--- src/design/rtu_request_frame_checker_unit_defines.svh ---
// Assertion macros for the request frame checker.
`ifndef RTU_REQUEST_FRAME_CHECKER_UNIT_DEFINES_SVH
`define RTU_REQUEST_FRAME_CHECKER_UNIT_DEFINES_SVH
`ifndef SYNTHESIS
// Checked on every clock edge outside reset.
`define RTU_ASSERT(lbl, prop) \
  lbl: assert property (@(posedge clk) disable iff (rst) prop) \
    else $error("rtu frame checker: assertion failed");
// Checked on every clock edge, reset included.
`define RTU_ASSERT_ALWAYS(lbl, prop) \
  lbl: assert property (@(posedge clk) prop) \
    else $error("rtu frame checker: assertion failed");
`else
`define RTU_ASSERT(lbl, prop)
`define RTU_ASSERT_ALWAYS(lbl, prop)
`endif
`endif

--- src/design/rtu_frm_pkg.sv ---
package rtu_frm_pkg;

  localparam int FRAME_BYTES = 8;
  localparam int CNT_W = $clog2(FRAME_BYTES);

  localparam logic [15:0] CRC_INIT = 16'hFFFF;
  localparam logic [15:0] CRC_POLY = 16'hA001;
  localparam logic [7:0] EXCEPTION_LIMIT = 8'h80;
  localparam logic [7:0] SLAVE_ADDRESS_RESET = 8'h01;

  // Byte positions within a frame.
  localparam logic [CNT_W-1:0] POS_STATION = CNT_W'(0);
  localparam logic [CNT_W-1:0] POS_FUNCTION = CNT_W'(1);
  localparam logic [CNT_W-1:0] POS_REG_HI = CNT_W'(2);
  localparam logic [CNT_W-1:0] POS_REG_LO = CNT_W'(3);
  localparam logic [CNT_W-1:0] POS_QTY_HI = CNT_W'(4);
  localparam logic [CNT_W-1:0] POS_QTY_LO = CNT_W'(5);
  localparam logic [CNT_W-1:0] POS_CRC_LO = CNT_W'(FRAME_BYTES - 2);
  localparam logic [CNT_W-1:0] POS_LAST = CNT_W'(FRAME_BYTES - 1);
  // Advance of the byte position per accepted item.
  localparam logic [CNT_W-1:0] POS_STEP = CNT_W'(1);

  typedef enum logic [1:0] {
    ST_OK   = 2'd0,
    ST_CRC  = 2'd1,
    ST_ADDR = 2'd2,
    ST_EXC  = 2'd3
  } status_t;

  typedef struct packed {
    status_t     status;
    logic [7:0]  station;
    logic [7:0]  func_code;
    logic [15:0] register_address;
    logic [15:0] quantity;
    logic [15:0] frame_crc;
  } result_t;

  // Reflected CRC-16 over one byte, eight shift steps.
  function automatic logic [15:0] crc_byte(input logic [15:0] crc, input logic [7:0] b);
    logic [15:0] c;
    c = crc ^ {8'h00, b};
    for (int i = 0; i < 8; i++) begin
      c = c[0] ? ((c >> 1) ^ CRC_POLY) : (c >> 1);
    end
    return c;
  endfunction

endpackage

--- src/design/rtu_request_frame_checker_unit.sv ---
// Checks fixed eight-byte RTU request frames arriving one byte per item. The
// block sustains one byte per clock unless input is stalled; the eight-step
// CRC update is unrolled between the frame state registers. A frame's result
// appears on the output register in the cycle after its last byte is accepted.
// Input is stalled only when a last byte arrives while the previous result is
// still waiting to be taken. A byte flagged with frame_start restarts the
// frame and drops any partial one without a result.
`include "rtu_request_frame_checker_unit_defines.svh"

module rtu_request_frame_checker_unit (
  input  logic        clk,
  input  logic        rst,
  input  logic        cfg_valid,
  output logic        cfg_ready,
  input  logic [7:0]  slave_address,
  input  logic        in_valid,
  output logic        in_stall,
  input  logic [7:0]  frame_byte,
  input  logic        frame_start,
  output logic        out_valid,
  input  logic        out_stall,
  output logic [1:0]  status,
  output logic [7:0]  station,
  output logic [7:0]  func_code,
  output logic [15:0] register_address,
  output logic [15:0] quantity,
  output logic [15:0] frame_crc
);

  logic [7:0] slave_addr_reg;
  logic accept;
  logic last_byte;
  logic fire;
  rtu_frm_pkg::result_t result;
  rtu_frm_pkg::result_t held;

  assign cfg_ready = 1'b1;

  always_ff @(posedge clk) begin
    if (rst) begin
      slave_addr_reg <= rtu_frm_pkg::SLAVE_ADDRESS_RESET;
    end else if (cfg_valid && cfg_ready) begin
      slave_addr_reg <= slave_address;
    end
  end

  assign in_stall = last_byte && out_valid && out_stall;
  assign accept = in_valid && !in_stall;

  rtu_frm_track u_track (
    .clk           (clk),
    .rst           (rst),
    .accept        (accept),
    .frame_byte    (frame_byte),
    .frame_start   (frame_start),
    .slave_address (slave_addr_reg),
    .last_byte     (last_byte),
    .fire          (fire),
    .result        (result)
  );

  rtu_frm_out u_out (
    .clk       (clk),
    .rst       (rst),
    .load      (fire),
    .result    (result),
    .out_stall (out_stall),
    .out_valid (out_valid),
    .held      (held)
  );

  assign status = held.status;
  assign station = held.station;
  assign func_code = held.func_code;
  assign register_address = held.register_address;
  assign quantity = held.quantity;
  assign frame_crc = held.frame_crc;

  `RTU_ASSERT(a_fire_shows_result, fire |=> out_valid)
  `RTU_ASSERT(a_ok_addr, out_valid && status == rtu_frm_pkg::ST_OK |-> station == slave_addr_reg)
  `RTU_ASSERT(a_ok_function, out_valid && status == rtu_frm_pkg::ST_OK |-> !func_code[7])
  `RTU_ASSERT_ALWAYS(a_reset_clears_output, rst |=> !out_valid)

endmodule

--- src/design/rtu_frm_track.sv ---
module rtu_frm_track (
  input  logic                     clk,
  input  logic                     rst,
  input  logic                     accept,
  input  logic [7:0]               frame_byte,
  input  logic                     frame_start,
  input  logic [7:0]               slave_address,
  output logic                     last_byte,
  output logic                     fire,
  output rtu_frm_pkg::result_t     result
);

  logic [rtu_frm_pkg::CNT_W-1:0] byte_count;
  logic [rtu_frm_pkg::CNT_W-1:0] byte_count_next;
  logic [15:0] running_crc;
  logic [15:0] running_crc_next;
  logic [7:0]  held_station;
  logic [7:0]  held_function;
  logic [15:0] held_register;
  logic [15:0] held_quantity;
  logic [7:0]  held_crc_low;

  logic [rtu_frm_pkg::CNT_W-1:0] pos;
  logic [15:0] crc_base;
  logic [15:0] rx_crc;

  assign pos = frame_start ? rtu_frm_pkg::POS_STATION : byte_count;
  assign crc_base = frame_start ? rtu_frm_pkg::CRC_INIT : running_crc;
  assign last_byte = (pos == rtu_frm_pkg::POS_LAST);
  assign fire = accept && last_byte;
  assign rx_crc = {frame_byte, held_crc_low};

  always_comb begin
    if (last_byte) begin
      byte_count_next = rtu_frm_pkg::POS_STATION;
      running_crc_next = rtu_frm_pkg::CRC_INIT;
    end else begin
      byte_count_next = pos + rtu_frm_pkg::POS_STEP;
      if (pos < rtu_frm_pkg::POS_CRC_LO) begin
        running_crc_next = rtu_frm_pkg::crc_byte(crc_base, frame_byte);
      end else begin
        running_crc_next = crc_base;
      end
    end
  end

  // The CRC at the last byte already covers bytes 0..5, so it is compared as held.
  always_comb begin
    result.station = held_station;
    result.func_code = held_function;
    result.register_address = held_register;
    result.quantity = held_quantity;
    result.frame_crc = rx_crc;
    if (rx_crc != running_crc) begin
      result.status = rtu_frm_pkg::ST_CRC;
    end else if (held_station != slave_address) begin
      result.status = rtu_frm_pkg::ST_ADDR;
    end else if (held_function >= rtu_frm_pkg::EXCEPTION_LIMIT) begin
      result.status = rtu_frm_pkg::ST_EXC;
    end else begin
      result.status = rtu_frm_pkg::ST_OK;
    end
  end

  always_ff @(posedge clk) begin
    if (rst) begin
      byte_count <= rtu_frm_pkg::POS_STATION;
      running_crc <= rtu_frm_pkg::CRC_INIT;
    end else if (accept) begin
      byte_count <= byte_count_next;
      running_crc <= running_crc_next;
    end
  end

  always_ff @(posedge clk) begin
    if (accept) begin
      case (pos)
        rtu_frm_pkg::POS_STATION:  held_station <= frame_byte;
        rtu_frm_pkg::POS_FUNCTION: held_function <= frame_byte;
        rtu_frm_pkg::POS_REG_HI:   held_register[15:8] <= frame_byte;
        rtu_frm_pkg::POS_REG_LO:   held_register[7:0] <= frame_byte;
        rtu_frm_pkg::POS_QTY_HI:   held_quantity[15:8] <= frame_byte;
        rtu_frm_pkg::POS_QTY_LO:   held_quantity[7:0] <= frame_byte;
        rtu_frm_pkg::POS_CRC_LO:   held_crc_low <= frame_byte;
        default: begin
        end
      endcase
    end
  end

endmodule

--- src/design/rtu_frm_out.sv ---
module rtu_frm_out (
  input  logic                 clk,
  input  logic                 rst,
  input  logic                 load,
  input  rtu_frm_pkg::result_t result,
  input  logic                 out_stall,
  output logic                 out_valid,
  output rtu_frm_pkg::result_t held
);

  logic out_valid_next;

  always_comb begin
    if (load) begin
      out_valid_next = 1'b1;
    end else if (out_stall) begin
      out_valid_next = out_valid;
    end else begin
      out_valid_next = 1'b0;
    end
  end

  always_ff @(posedge clk) begin
    if (rst) begin
      out_valid <= 1'b0;
    end else begin
      out_valid <= out_valid_next;
    end
  end

  always_ff @(posedge clk) begin
    if (load) begin
      held <= result;
    end
  end

endmodule

--- config.mk ---
export PLATFORM = sky130hd
export DESIGN_NAME = rtu_request_frame_checker_unit
export DESIGN_NICKNAME = d
export VERILOG_FILES = /design/src/design/rtu_frm_pkg.sv /design/src/design/rtu_request_frame_checker_unit.sv /design/src/design/rtu_frm_track.sv /design/src/design/rtu_frm_out.sv
export VERILOG_INCLUDE_DIRS = /design/src /design/src/design
export SDC_FILE = /design/constraint.sdc
export NUM_CORES = 1
export LEC_CHECK = 0
export BUFFER_PORTS_ARGS = -buffer_cell sky130_fd_sc_hd__buf_2
export CAP_MARGIN = 15
export CELL_PAD_IN_SITES_DETAIL_PLACEMENT = 1
export CELL_PAD_IN_SITES_GLOBAL_PLACEMENT = 1
export CORE_ASPECT_RATIO = 0.5
export CORE_MARGIN = 5
export CORE_UTILIZATION = 42
export CTS_CLUSTER_DIAMETER = 30
export CTS_CLUSTER_SIZE = 10
export DETAILED_ROUTE_END_ITERATION = 10
export PLACE_DENSITY_LB_ADDON = 0.1
export SETUP_SLACK_MARGIN = 0.4
export SLEW_MARGIN = 10
export SYNTH_ARGS = -nofsm -noshare
export SYNTH_HDL_FRONTEND = slang
export SYNTH_HIERARCHICAL = 1
export SYNTH_SLANG_ARGS = --single-unit
--- constraint.sdc ---
create_clock -name clk -period 3.7 [get_ports clk]
set_clock_uncertainty 0.1 [all_clocks]
set_input_delay 0.37 -clock clk [delete_from_list [all_inputs] [get_ports clk]]
set_output_delay 0.37 -clock clk [all_outputs]
set_load 0.01 [all_outputs]
==> metrics.md <==
| Metric | Value |
|---|---|
| Status | `completed` |
| Clk slew on worst S/H paths | `0.07 ns` |
| Worst reg2reg path endpoint | `u_track/running_crc[6]` |
| Number of global-route vias before repair | `3255` |
| Util after Layout | `53.1%` |
| Largest register FFs | `between 60 and 70` |
| Combinational fraction of design power | `under 10%` |
| DRC violations left | `0` |
| GP Congestion | `0.772` |
| Placeable Area | `roughly 0.013 mm²` |
| GRT overflow | `0` |
| Slowest-stage cell, CP | `nor2_1` |
| Post-Syn Instances | `roughly 340` |
| Worst slew margin | `30.5%` |
| DRT Pass-1 Iters | `4` |
| Die ar. | `between 0.015 and 0.02 mm²` |
| Final period util | `about 77%` |
| Reg-to-reg critical path startpoint | `u_track/byte_count[1]` |
| Final wirelength | `around 12 mm` |
| Biggest register | `u_out/held` |
| Max stage delay on crit path | `between 0.6 and 0.7 ns` |
| Synth Flop Type | `edfxtp_1` |
| CP Launch Type | `flip-flop` |
| Sequential share of power | `between 40% and 50%` |
| Max frequency | `~350 MHz` |
| Post-synthesis register bit count | `150` |
| Resize count post-CTS | `0` |
| CTS tree | `yes` |
| Most common cell after layout, fill and taps aside | `edfxtp_1` |
| Initial Util | `between 40% and 50%` |
| Hold Startpoint | `slave_address[0]` |
| Min Tclk post-route | `roughly 2.8 ns` |
| Final hold viol count | `0` |
| Crit path arrival time | `just under 3 ns` |
| Synth-to-Final Area Change | `22.4%` |
| Vias | `2958` |
| Commonest non-fill, non-tap cells in the layout | `edfxtp_1 (122), buf_2 (89), xnor2_1 (38), nor2_1 (34), dfxtp_1 (28)` |
| Cell Pwr Density | `~590 mW/mm²` |
| Antenna Cells | `0` |
| Die W | `~170 µm` |
| R2R Setup Slk | `approximately 0.86 ns` |
| Worst-case vdd ir drop | `283 µV` |
| Clk_lat worst skew | `~0.42 ns` |
| # nets final | `between 400 and 500` |
| Final setup TNS | `0 ns` |
| Antenna violations before repair | `0` |
| Ys async rst share | `0%` |
| CP endpoint | `u_track/running_crc[6]` |
| CP Capture Type | `flip-flop` |
| Height of the die | `91.3 µm` |
| Dpl hpwl | `~8.2 mm` |
| Vias per cell | `~4.8` |
| Post-synth EDFFs | `about 120` |
| Clock power share | `around 47%` |
| Synthesized area per cell | `between 15 and 20 µm²` |
| Worst slew pin tran | `around 1.0 ns` |
| Mapped cell area | `between 0.005 and 0.006 mm²` |
| Largest net degree at the start of global routing | `40` |
| Critical path peak fanout | `14` |
| DRT iter0 DRCs | `about 230` |
| Fraction of layout instances using a drive strength above 1 | `29.9%` |
| Worst endpoint required time | `~3.8 ns` |
| Yosys cell types | `36` |
| Max Cap Viol | `0` |
| Sink Count | `150` |
| GR Util All Layers | `between 10% and 20%` |
| Cell Rows | `29` |
| Worst-path cell chain | `nand2b_1, inv_2, ha_1, ha_1, and3_1, nor2b_1, buf_4, and2_4, nor2_1, o211ai_1` |
| Mapped Nets | `372` |
| CTS Hold Bufs | `0` |
| Reg2reg path depth | `10` |
| Slew Limit Fails | `0` |
| Final setup violation count | `0` |
| Leak pwr | `roughly 2.5 nW` |
| Hold Path Class | `primary input to flip-flop` |
| Switching portion of total power | `a little under a quarter` |
| First-pass GRT wire length | `roughly 19 mm` |
| CTS max path bufs | `2` |
| Postcts setup bufs | `0` |
| Most used cell, CP | `ha_1` |
| Synth Warn # | `6` |
| I/O pin count | `approximately 90` |
| Switch Pwr | `0.910 mW` |
| I/O Buffers | `89` |
| Clk root buf | `clkbuf_16` |
| Unrepaired setup endpoints after global routing | `false` |
| Int Power | `around 3.1 mW` |
| Sequential element share of the synthesized area | `about three quarters` |
| Critical path class | `flip-flop to flip-flop` |
| DR WL/cell | `about 19 µm` |
| H-tree depth | `4` |
| Timing startpoint of the critical path | `u_track/byte_count[1]` |
| Num CTS Buffers | `17` |
| Post-DRT Antenna Nets | `0` |
==> cells in the mapped netlist (all sizes together) (4+ instances only) <==
| library cell | instances | area [µm²] |
|---|---|---|
| nand2b | 4 | 25.0 |
| nand2 | 15 | 63.8 |
| nand4 | 4 | 25.0 |
| o211ai | 8 | 60.1 |
| ha | 6 | 75.1 |
| buf | 10 | 78.8 |
| clkbuf | 9 | 45.0 |
| dfxtp | 28 | 561 |
| xnor2 | 40 | 377 |
| edfxtp | 122 | 3660 |
| xor2 | 17 | 149 |
| nor2 | 35 | 134 |
| mux2i | 7 | 70.1 |
| o21ai | 6 | 30.0 |
| a21oi | 5 | 25.0 |
| nor3 | 6 | 30.0 |
==> routing by layer <==
layer	GRT usage (%)	share of wire (%)	up-vias
li1	-	-	1409
met1	20.1	46	1468
met2	25.8	49	62
met3	4.81	3.7	19
met4	5.87	1.6	0
met5	0	0	-
==> power by group through the flow <==
| stage | Sequential, mW | Combinational (mW) | Clock (mW) |
|---|---|---|---|
| 6_report | 1.89 | 0.252 | 1.90 |
| 5_1_grt | 1.90 | 0.277 | 2.03 |
| 4_1_cts | 1.89 | 0.256 | 1.93 |
| 3_5_place_dp | 1.93 | 0.254 | 0 |
| 3_3_place_gp | 1.93 | 0.246 | 0 |
| 2_1_floorplan | 1.91 | 0.197 | 0 |
==> worst min path at each step <==
stage / slack, ns / to / depth (start not counted)
floorplan: 0.30 / u_out/held[16] / 0
global placement: 0.30 / u_out/held[17] / 0
detailed placement: 0.31 / u_out/held[33] / 0
CTS: 0.04 / slave_addr_reg[0] / 2
global route: 0.06 / slave_addr_reg[0] / 2
finish: 0.06 / slave_addr_reg[0] / 2
==> area by class of cell <==
cell class,instances,area (µm²)
Inverter,3,11.3
Tap cell,170,213
Fill cell,1274,6010
Multi-Input combinational cell,172,1190
Timing Repair Buffer,94,495
Clock buffer,17,425
Clock inverter,15,233
Sequential cell,150,4220
==> logic make-up after synthesis <==
family / count (synthesis) / share of synthesized area, %
AO/OA/AOI/OAI: 23 / 2.64
XOR/XNOR: 57 / 9.47
other: 1 / 0.0676
adder cells (fa/ha/maj): 6 / 1.35
flip-flops: 150 / 76.1
multiplexers: 7 / 1.26
AND/OR/NAND/NOR: 78 / 6.67
buffers and inverters: 22 / 2.43
==> critical path, delay by kind of cell, from the launching register on <==
family / cells / cell delay, ns
buf+inv: 2 / 0.29
compound gates: 1 / 0.19
flops: 1 / 0.39
simple gates: 5 / 1.25
fa+ha+maj: 2 / 0.43
==> per-stage QoR <==
stage | total power, mW | worst slack (ns) | hold WS [ns] | instances | area (µm²)
floorplan | 2.11 | 0.746 | 0.300 | 344 | 5550
global placement | 2.18 | 0.699 | 0.301 | 589 | 6140
detailed placement | 2.18 | 0.535 | 0.306 | 589 | 6140
CTS | 4.08 | 0.830 | 0.0410 | 621 | 6800
global route | 4.20 | 0.654 | 0.0566 | 621 | 6800
finish | 4.04 | 0.864 | 0.0636 | 621 | 6800
Power figures use the tool's default switching activity.
